<file path="src/hw/rtl/cpf_pkg.sv">
package cpf_pkg;

	localparam int POINTS_DEF     = 8;
	localparam int COORD_BITS_DEF = 16;

	localparam logic [1:0] CMD_LOAD    = 2'd0;
	localparam logic [1:0] CMD_COMPUTE = 2'd1;
	localparam logic [1:0] CMD_CLEAR   = 2'd2;

	localparam logic [1:0] KIND_ACK     = 2'd0;
	localparam logic [1:0] KIND_SUMMARY = 2'd1;
	localparam logic [1:0] KIND_PAIR    = 2'd2;
	localparam logic [1:0] KIND_ERROR   = 2'd3;

	typedef struct packed {
		logic        [1:0]  cmd;
		logic signed [15:0] x_coord;
		logic signed [15:0] y_coord;
	} item_t;

	typedef struct packed {
		logic [1:0]  kind;
		logic [32:0] min_sq_dist;
		logic [4:0]  pair_count;
		logic [2:0]  first_index;
		logic [2:0]  second_index;
		logic [3:0]  point_count;
		logic        overflow;
		logic        last;
	} res_t;

	typedef struct packed {
		logic       issue;
		logic       pass_tie;
		logic       load;
		logic       clear;
		logic       start;
		logic       emit;
		logic [1:0] kind;
		logic       last;
		logic       ovf;
	} ctl_t;

	typedef struct packed {
		logic busy;
		logic tie_hit;
		logic last_tie;
		logic out_free;
		logic full;
	} sts_t;

endpackage

</file>
<file path="src/hw/rtl/cpf_datapath.sv">
module cpf_datapath #(
	parameter int POINTS     = cpf_pkg::POINTS_DEF,
	parameter int COORD_BITS = cpf_pkg::COORD_BITS_DEF,
	localparam int IDX_W     = $clog2(POINTS),
	localparam int CNT_W     = $clog2(POINTS + 1),
	localparam int NPAIRS    = POINTS * (POINTS - 1) / 2,
	localparam int PAIR_W    = (NPAIRS > 1) ? $clog2(NPAIRS) : 1
) (
	input  logic                clk,
	input  logic                arst_n,
	input  cpf_pkg::ctl_t       ctl,
	input  cpf_pkg::item_t      item,
	input  logic [IDX_W-1:0]    rd_i,
	input  logic [IDX_W-1:0]    rd_j,
	input  logic [PAIR_W-1:0]   pair,
	output logic [CNT_W-1:0]    count,
	output cpf_pkg::sts_t       sts,
	input  logic                res_stall,
	output logic                res_valid,
	output cpf_pkg::res_t       res
);

	localparam int CB     = COORD_BITS;
	localparam int DIST_W = 2 * CB + 2;
	localparam int TIE_W  = $clog2(NPAIRS + 1);

	logic [2*CB-1:0]   mem_q [POINTS];
	logic [CNT_W-1:0]  count_q, count_d;
	logic [DIST_W-1:0] best_q;
	logic [TIE_W-1:0]  ties_q, emit_q;
	logic [NPAIRS-1:0] mask_q;
	logic              full;

	logic              v_s1, v_s2, v_s3, v_s4;
	logic              tie_s1, tie_s2, tie_s3, tie_s4;
	logic [PAIR_W-1:0] p_s1, p_s2, p_s3, p_s4;
	logic [2*CB-1:0]   ra_s1, rb_s1;
	logic [CB:0]       dx_s2, dy_s2;
	logic [DIST_W-1:0] sx_s3, sy_s3;
	logic [DIST_W-1:0] d_s4;

	logic signed [31:0] xw, yw;
	logic signed [CB:0] ddx, ddy;
	logic [31:0]        ties_w;
	logic               res_valid_q;
	cpf_pkg::res_t      res_q, res_d;

	assign xw   = 32'(item.x_coord);
	assign yw   = 32'(item.y_coord);
	assign full = (count_q == CNT_W'(POINTS));

	always_comb begin
		count_d = count_q;
		if (ctl.clear) begin
			count_d = '0;
		end else if (ctl.load && !full) begin
			count_d = CNT_W'(count_q + 1'b1);
		end
	end

	always_ff @(posedge clk) begin
		if (ctl.load && !full) begin
			mem_q[count_q[IDX_W-1:0]] <= {xw[CB-1:0], yw[CB-1:0]};
		end
		ra_s1 <= mem_q[rd_i];
		rb_s1 <= mem_q[rd_j];
	end

	always_comb begin
		ddx = {ra_s1[2*CB-1], ra_s1[2*CB-1:CB]} - {rb_s1[2*CB-1], rb_s1[2*CB-1:CB]};
		ddy = {ra_s1[CB-1], ra_s1[CB-1:0]} - {rb_s1[CB-1], rb_s1[CB-1:0]};
	end

	always_ff @(posedge clk) begin
		p_s1   <= pair;
		tie_s1 <= ctl.pass_tie;
		dx_s2  <= ddx[CB] ? $unsigned(-ddx) : $unsigned(ddx);
		dy_s2  <= ddy[CB] ? $unsigned(-ddy) : $unsigned(ddy);
		p_s2   <= p_s1;
		tie_s2 <= tie_s1;
		sx_s3  <= dx_s2 * dx_s2;
		sy_s3  <= dy_s2 * dy_s2;
		p_s3   <= p_s2;
		tie_s3 <= tie_s2;
		d_s4   <= sx_s3 + sy_s3;
		p_s4   <= p_s3;
		tie_s4 <= tie_s3;
	end

	always_ff @(posedge clk or negedge arst_n) begin
		if (!arst_n) begin
			v_s1    <= 1'b0;
			v_s2    <= 1'b0;
			v_s3    <= 1'b0;
			v_s4    <= 1'b0;
			count_q <= '0;
			best_q  <= '0;
			ties_q  <= '0;
			emit_q  <= '0;
			mask_q  <= '0;
		end else begin
			v_s1    <= ctl.issue;
			v_s2    <= v_s1;
			v_s3    <= v_s2;
			v_s4    <= v_s3;
			count_q <= count_d;
			if (ctl.start) begin
				ties_q <= '0;
				emit_q <= '0;
				mask_q <= '0;
			end else if (v_s4) begin
				if (!tie_s4) begin
					if (p_s4 == '0 || d_s4 < best_q) begin
						best_q <= d_s4;
					end
				end else if (d_s4 == best_q) begin
					ties_q       <= TIE_W'(ties_q + 1'b1);
					mask_q[p_s4] <= 1'b1;
				end
			end
			if (ctl.emit && ctl.kind == cpf_pkg::KIND_PAIR) begin
				emit_q <= TIE_W'(emit_q + 1'b1);
			end
		end
	end

	assign ties_w = 32'(ties_q);

	always_comb begin
		res_d              = '0;
		res_d.kind         = ctl.kind;
		res_d.point_count  = 4'(count_d);
		res_d.overflow     = ctl.ovf;
		res_d.last         = ctl.last;
		if (ctl.kind == cpf_pkg::KIND_SUMMARY && count_q != '0) begin
			res_d.min_sq_dist = 33'(best_q);
			res_d.pair_count  = (ties_w > 32'd31) ? 5'd31 : 5'(ties_q);
		end
		if (ctl.kind == cpf_pkg::KIND_PAIR) begin
			res_d.first_index  = 3'(rd_i);
			res_d.second_index = 3'(rd_j);
		end
	end

	always_ff @(posedge clk or negedge arst_n) begin
		if (!arst_n) begin
			res_valid_q <= 1'b0;
		end else if (ctl.emit) begin
			res_valid_q <= 1'b1;
		end else if (!res_stall) begin
			res_valid_q <= 1'b0;
		end
	end

	always_ff @(posedge clk) begin
		if (ctl.emit) begin
			res_q <= res_d;
		end
	end

	assign res_valid    = res_valid_q;
	assign res          = res_q;
	assign count        = count_q;
	assign sts.busy     = v_s1 | v_s2 | v_s3 | v_s4;
	assign sts.tie_hit  = mask_q[pair];
	assign sts.last_tie = (TIE_W'(emit_q + 1'b1) == ties_q);
	assign sts.out_free = !res_valid_q || !res_stall;
	assign sts.full     = full;

endmodule

</file>
<file path="src/hw/rtl/cpf_controller.sv">
module cpf_controller #(
	parameter int POINTS  = cpf_pkg::POINTS_DEF,
	localparam int IDX_W  = $clog2(POINTS),
	localparam int CNT_W  = $clog2(POINTS + 1),
	localparam int NPAIRS = POINTS * (POINTS - 1) / 2,
	localparam int PAIR_W = (NPAIRS > 1) ? $clog2(NPAIRS) : 1
) (
	input  logic              clk,
	input  logic              arst_n,
	input  logic              item_valid,
	output logic              item_stall,
	input  logic [1:0]        item_cmd,
	input  logic [CNT_W-1:0]  count,
	input  cpf_pkg::sts_t     sts,
	output cpf_pkg::ctl_t     ctl,
	output logic [IDX_W-1:0]  rd_i,
	output logic [IDX_W-1:0]  rd_j,
	output logic [PAIR_W-1:0] pair
);

	localparam logic [2:0] ST_IDLE     = 3'd0;
	localparam logic [2:0] ST_MIN      = 3'd1;
	localparam logic [2:0] ST_MIN_WAIT = 3'd2;
	localparam logic [2:0] ST_TIE      = 3'd3;
	localparam logic [2:0] ST_TIE_WAIT = 3'd4;
	localparam logic [2:0] ST_SUM      = 3'd5;
	localparam logic [2:0] ST_EMIT     = 3'd6;

	logic [2:0]        state_q, state_d;
	logic [IDX_W-1:0]  i_q, j_q;
	logic [PAIR_W-1:0] p_q;
	logic              ctr_clr, ctr_adv;
	logic              j_end, last_pair, accept;

	assign j_end     = (CNT_W'(j_q) == CNT_W'(count - 1'b1));
	assign last_pair = j_end && (CNT_W'(i_q) == CNT_W'(count - 2'd2));
	assign item_stall = (state_q != ST_IDLE) || !sts.out_free;
	assign accept    = item_valid && !item_stall;

	always_comb begin
		state_d = state_q;
		ctl     = '0;
		ctr_clr = 1'b0;
		ctr_adv = 1'b0;
		case (state_q)
			ST_IDLE: begin
				if (accept) begin
					ctl.emit = 1'b1;
					ctl.last = 1'b1;
					case (item_cmd)
						cpf_pkg::CMD_LOAD: begin
							ctl.load = 1'b1;
							ctl.kind = cpf_pkg::KIND_ACK;
							ctl.ovf  = sts.full;
						end
						cpf_pkg::CMD_CLEAR: begin
							ctl.clear = 1'b1;
							ctl.kind  = cpf_pkg::KIND_ACK;
						end
						cpf_pkg::CMD_COMPUTE: begin
							if (count == '0) begin
								ctl.kind = cpf_pkg::KIND_SUMMARY;
							end else if (count == CNT_W'(1)) begin
								ctl.kind = cpf_pkg::KIND_ERROR;
							end else begin
								ctl.emit  = 1'b0;
								ctl.last  = 1'b0;
								ctl.start = 1'b1;
								ctr_clr   = 1'b1;
								state_d   = ST_MIN;
							end
						end
						default: begin
							ctl.kind = cpf_pkg::KIND_ERROR;
						end
					endcase
				end
			end
			ST_MIN, ST_TIE: begin
				ctl.issue    = 1'b1;
				ctl.pass_tie = (state_q == ST_TIE);
				ctr_adv      = 1'b1;
				if (last_pair) begin
					state_d = (state_q == ST_TIE) ? ST_TIE_WAIT : ST_MIN_WAIT;
				end
			end
			ST_MIN_WAIT: begin
				if (!sts.busy) begin
					ctr_clr = 1'b1;
					state_d = ST_TIE;
				end
			end
			ST_TIE_WAIT: begin
				if (!sts.busy) begin
					state_d = ST_SUM;
				end
			end
			ST_SUM: begin
				if (sts.out_free) begin
					ctl.emit = 1'b1;
					ctl.kind = cpf_pkg::KIND_SUMMARY;
					ctr_clr  = 1'b1;
					state_d  = ST_EMIT;
				end
			end
			ST_EMIT: begin
				if (sts.tie_hit) begin
					if (sts.out_free) begin
						ctl.emit = 1'b1;
						ctl.kind = cpf_pkg::KIND_PAIR;
						ctl.last = sts.last_tie;
						ctr_adv  = 1'b1;
						if (sts.last_tie || last_pair) begin
							state_d = ST_IDLE;
						end
					end
				end else begin
					ctr_adv = 1'b1;
					if (last_pair) begin
						state_d = ST_IDLE;
					end
				end
			end
			default: begin
				state_d = ST_IDLE;
			end
		endcase
	end

	always_ff @(posedge clk or negedge arst_n) begin
		if (!arst_n) begin
			state_q <= ST_IDLE;
			i_q     <= '0;
			j_q     <= '0;
			p_q     <= '0;
		end else begin
			state_q <= state_d;
			if (ctr_clr) begin
				i_q <= '0;
				j_q <= IDX_W'(1);
				p_q <= '0;
			end else if (ctr_adv) begin
				p_q <= PAIR_W'(p_q + 1'b1);
				if (j_end) begin
					i_q <= IDX_W'(i_q + 1'b1);
					j_q <= IDX_W'(i_q + 2'd2);
				end else begin
					j_q <= IDX_W'(j_q + 1'b1);
				end
			end
		end
	end

	assign rd_i = i_q;
	assign rd_j = j_q;
	assign pair = p_q;

endmodule

</file>
<file path="src/hw/rtl/closest_pair_finder.sv">
// Brute-force closest pair finder over a small point store.
// item channel (item_valid/item_stall/item): one command per transaction.
//   load stores a point at the next index, clear empties the store,
//   compute scans every pair i < j by squared distance.
// res channel (res_valid/res_stall/res): results from a single output register.
//   load, clear, unused command, compute on zero or one point: one result,
//   valid the cycle after the command is taken.
//   compute on n >= 2 points, P = n*(n-1)/2 pairs: a minimum pass and a
//   tie-count pass, one pair per cycle each through a 4-stage distance
//   pipeline (store read, difference, square, sum), each pass drained
//   before moving on, then the summary and a walk over the pairs up to the
//   last tied one at one pair per cycle unless a tied pair waits for the
//   output register, emitting every tied pair.
// A new command is taken only when the sequence is done and the output
// register is free or being drained in the same cycle.
// res_stall holds the output register and freezes the sequencer at the next
// result; the item channel stalls meanwhile.
// Reset empties the store and returns to idle; stored coordinates are not reset.
module closest_pair_finder #(
	parameter int POINTS     = cpf_pkg::POINTS_DEF,
	parameter int COORD_BITS = cpf_pkg::COORD_BITS_DEF
) (
	input  logic           clk,
	input  logic           arst_n,
	input  logic           item_valid,
	output logic           item_stall,
	input  cpf_pkg::item_t item,
	output logic           res_valid,
	input  logic           res_stall,
	output cpf_pkg::res_t  res
);

	localparam int IDX_W  = $clog2(POINTS);
	localparam int CNT_W  = $clog2(POINTS + 1);
	localparam int NPAIRS = POINTS * (POINTS - 1) / 2;
	localparam int PAIR_W = (NPAIRS > 1) ? $clog2(NPAIRS) : 1;

	cpf_pkg::ctl_t     ctl;
	cpf_pkg::sts_t     sts;
	logic [IDX_W-1:0]  rd_i, rd_j;
	logic [PAIR_W-1:0] pair;
	logic [CNT_W-1:0]  count;

	cpf_controller #(
		.POINTS (POINTS)
	) u_ctrl (
		.clk        (clk),
		.arst_n     (arst_n),
		.item_valid (item_valid),
		.item_stall (item_stall),
		.item_cmd   (item.cmd),
		.count      (count),
		.sts        (sts),
		.ctl        (ctl),
		.rd_i       (rd_i),
		.rd_j       (rd_j),
		.pair       (pair)
	);

	cpf_datapath #(
		.POINTS     (POINTS),
		.COORD_BITS (COORD_BITS)
	) u_dp (
		.clk       (clk),
		.arst_n    (arst_n),
		.ctl       (ctl),
		.item      (item),
		.rd_i      (rd_i),
		.rd_j      (rd_j),
		.pair      (pair),
		.count     (count),
		.sts       (sts),
		.res_stall (res_stall),
		.res_valid (res_valid),
		.res       (res)
	);

endmodule

</file>
<file path="config.mk">
export PLATFORM = sky130hd
export DESIGN_NAME = closest_pair_finder
export DESIGN_NICKNAME = d
export VERILOG_FILES = /design/src/hw/rtl/cpf_pkg.sv /design/src/hw/rtl/cpf_datapath.sv /design/src/hw/rtl/cpf_controller.sv /design/src/hw/rtl/closest_pair_finder.sv
export SDC_FILE = /design/constraint.sdc
export NUM_CORES = 2
export LEC_CHECK = 0
export BUFFER_PORTS_ARGS = -buffer_cell sky130_fd_sc_hd__clkbuf_2
export CAP_MARGIN = 25
export CORE_ASPECT_RATIO = 1.75
export CORE_MARGIN = 2
export CORE_UTILIZATION = 58
export CTS_BUF_LIST = sky130_fd_sc_hd__clkbuf_4 sky130_fd_sc_hd__clkbuf_8
export DETAILED_ROUTE_END_ITERATION = 8
export PLACE_DENSITY = 0.83
export SYNTH_ARGS = -nofsm -noshare
export SYNTH_HDL_FRONTEND = slang
export SYNTH_SLANG_ARGS = --single-unit
</file>
<file path="constraint.sdc">
create_clock -name clk -period 7.86 [get_ports clk]
set_input_delay 0.393 -clock clk [delete_from_list [all_inputs] [get_ports clk]]
set_output_delay 0.393 -clock clk [all_outputs]
set_load 0.02 [all_outputs]
</file>
==> impl_metrics.json <==
{
  "period_share": 0.879,
  "cts_root_buf": "clkbuf_8",
  "track_usage": 0.252,
  "grt_first_pass_wirelength_um": 151000,
  "ys_ff_latch": 625,
  "cts_buffers": 88,
  "fin_tns_setup_ns": 0,
  "max_freq_mhz": 145,
  "die_width_um": 210,
  "synth_nets": 4534,
  "drc_errors": 0,
  "wl_per_cell_um": 18.9,
  "nets": 4666,
  "fin_crit_ns": 6.91,
  "wirelength_um": 93200,
  "pin_count": 92,
  "dominantRegCellSynth": "edfxtp_1",
  "yosys.area.top_type": "edfxtp_1",
  "cts_tree": "built",
  "h-tree-depth": 3,
  "slowest_stage": "dfxtp_1",
  "fp.dieH_um": 364,
  "cp-start-kind": "flip-flop",
  "critPathArrivalTime_ns": 7.58,
  "ant_nets": 0,
  "hold_viol": 0,
  "synth_area_leaders": "edfxtp_1 (21%), fa_1 (18%), dfxtp_1 (10%), ha_1 (9.6%), mux4_2 (7.1%)",
  "clkSlewWorstSetupHoldPaths_ns": 0.08,
  "drv_slew": 0,
  "cp_common_cell": "fa_1",
  "clkLatencyLatePin_ns": 0.73,
  "grt_overflow": 0,
  "drt_pass1_iterations": 5,
  "die-area_um2": 76500,
  "synth_area_per_cell_um2": 11.4,
  "synth_seq_area_share": 0.373,
  "cts_sinks": 625,
  "path_cells": "inv_1 > nor2_1 > fa_1 > inv_1 > fa_1 > fa_1 > inv_1 > fa_1 > fa_1 > inv_1 > fa_1 > inv_1 > ha_1 > a21o_1 > a21o_1 > a2111oi_0 > a211oi_1 > nor3_1 > o21bai_1 > o21ai_0 > mux2i_1 > o311a_1",
  "syn_inst": 3781,
  "coreArea_um2": 73800,
  "place.gp.congestion": 0.939,
  "finalSetupViolCount": 0,
  "drt-vias-per-instance": 5.71,
  "path_delay_family": "adder cells",
  "grt_pass1_vias": 30800,
  "path_buf_inv": 5,
  "hold_path_class": "primary input to flip-flop",
  "fin_skew_ns": 0.0499,
  "worst-setup-path-type": "flip-flop to flip-flop",
  "grt_max_degree": 70,
  "slew_headroom": 0.295,
  "synth_top_area_share": 0.215,
  "cp_max_fo": 15,
  "final_common_cell": "inv_1",
  "grt_setup_unrepaired": "no",
  "dr.first_iter.drc_count": 1524,
  "outcome": "complete, no violations",
  "initial_core_util": 0.583,
  "synth_area_um2": 43100,
  "clockBufferDepth": 3,
  "synth-edff-count": 308,
  "max_cap_viol_count": 0,
  "synth_warnings": 0,
  "required_ns": 8.53,
  "num_vias": 28100,
  "critical-path-max-stage-delay_ns": 0.66,
  "dpl.hpwl_um": 69700,
  "drive_above_1_share": 0.130,
  "endpoint_kind": "flip-flop",
  "netlist-cell-type-count": 76,
  "layout_common_cells": "inv_1 (689), fa_1 (383), ha_1 (332), nand2_1 (331), edfxtp_1 (308)",
  "synthToLayoutAreaGrowth_pct": 8.73,
  "antenna_found_initial": 3,
  "worst_pin_slew_ns": 1.06,
  "rows": 132,
  "synthArstFlopShare": 0.152,
  "io_buffers": 91
}
## logic make-up after synthesis
family,count (synthesis),share of synthesized area
muxes,219,0.0924
buffers and inverters,800,0.0707
adders and majority gates,715,0.274
DFF,625,0.373
AOI/OAI and AO/OA,404,0.0610
xor gates and xnor gates,170,0.0346
and+or+nand+nor,848,0.0937
## metrics by stage
| step | area (µm²) | std cells | util | setup WS (ns) | hold WS [ns] |
|---|---|---|---|---|---|
| finish | 46800 | 4927 | 0.634 | 0.950 | 0.124 |
| CTS | 46800 | 4925 | 0.634 | 0.998 | 0.0645 |
| global route | 46800 | 4927 | 0.634 | 0.349 | 0.154 |
| global placement | 44500 | 4723 | 0.603 | 1.20 | 0.311 |
| detailed placement | 44500 | 4725 | 0.603 | 1.07 | 0.312 |
| floorplan | 43100 | 3781 | - | 1.68 | 0.0974 |
## routing by layer
layer / track usage / vias to the layer above / wire [µm]
met4: 0.182 / 2 / 6760
met2: 0.473 / 962 / 50400
li1: - / 12800 / -
met1: 0.256 / 14000 / 31200
met5: 0 / - / 15
met3: 0.0334 / 358 / 4700
## path summary, 6_finish.rpt
path                                start             end  slack (ns)  depth (start not counted)
min                              item[32]    u_dp.res[50]        0.12                          3
max reg2reg                u_dp.dy_s2[11]  u_dp.sy_s3[27]        0.95                         22
max                        u_dp.dy_s2[11]  u_dp.sy_s3[27]        0.95                         22
min in group asynchronous          arst_n  u_dp.best_q[2]        0.20                          2
min reg2reg                  u_dp.p_s3[3]    u_dp.p_s4[3]        0.32                          0
max in group asynchronous          arst_n  u_ctrl.rd_i[0]        6.38                          3
## registers in the layout (all words and copies together) (netlist names), 3 cells and up
register        flops
u_dp.p_s2           5
u_dp.d_s4          34
u_dp.ties_q         5
u_dp.p_s4           5
u_dp.mem_q        256
u_dp.p_s1           5
u_dp.ra_s1         32
u_dp.sy_s3         33
u_dp.mask_q        28
u_ctrl.rd_i         3
u_dp.p_s3           5
u_ctrl.pair         5
u_dp.sx_s3         33
u_dp.dx_s2         17
u_dp.res           52
u_dp.emit_q         5
u_dp.count          4
u_ctrl.rd_j         3
u_dp.dy_s2         17
u_dp.best_q        34
u_ctrl.state_q      3
u_dp.rb_s1         32
## area by class of cell
class / instances / area (µm²)
sequential: 625 / 16100
clock inverter: 33 / 307
fill: 5362 / 27000
antenna: 1 / 2.50
timing repair buffer: 151 / 1030
clock buffer: 132 / 1610
inverter: 691 / 2590
multi-input combinational: 2356 / 24000
tap: 938 / 1170
## worst register-to-register path: cells and delay by family (launching register included)
kind,cells,cell delay (ns)
fa+ha+maj,7,3.19
buf+inv,5,0.46
flops,1,0.66
simple gates,2,0.57
mux,1,0.23
compound gates,7,1.76
## what timing repair did
item / in CTS / in global routing
hold buffers: 35 / 0
gates resized for setup: 0 / 0
endpoints found under the hold margin: 293 / 0
setup buffers: 0 / 0
## cells in the mapped netlist (5+ instances only)
cell type and count:
nor2b_1 25, nor3_1 36, o311ai_0 5, o31ai_1 7
mux4_2 136, nand3b_1 7, nor4b_1 5, a211oi_1 19
mux2i_1 13, buf_2 6, nand4_1 14, o21ai_0 60
ha_1 332, o2111ai_1 5, o211ai_1 6, a21oi_1 135
fa_1 383, nand2b_1 14, inv_1 690, and2_1 153
o21a_1 19, a31oi_1 18, nor2_1 166, edfxtp_1 308
or3_1 13, a21boi_0 8, xor2_1 54, dfxtp_1 222
o21bai_1 8, and3_1 26, nand2_1 331, xnor2_1 116
a21o_1 58, mux2_2 70, buf_1 19, clkbuf_1 78
nand3_1 26, nor3b_1 7, or2_2 12, a2111oi_0 6
dfrtp_1 95
Power is left out: the tool's default activity adds up to more than one toggle a clock period on the data nets, which glitch-free logic cannot reach.
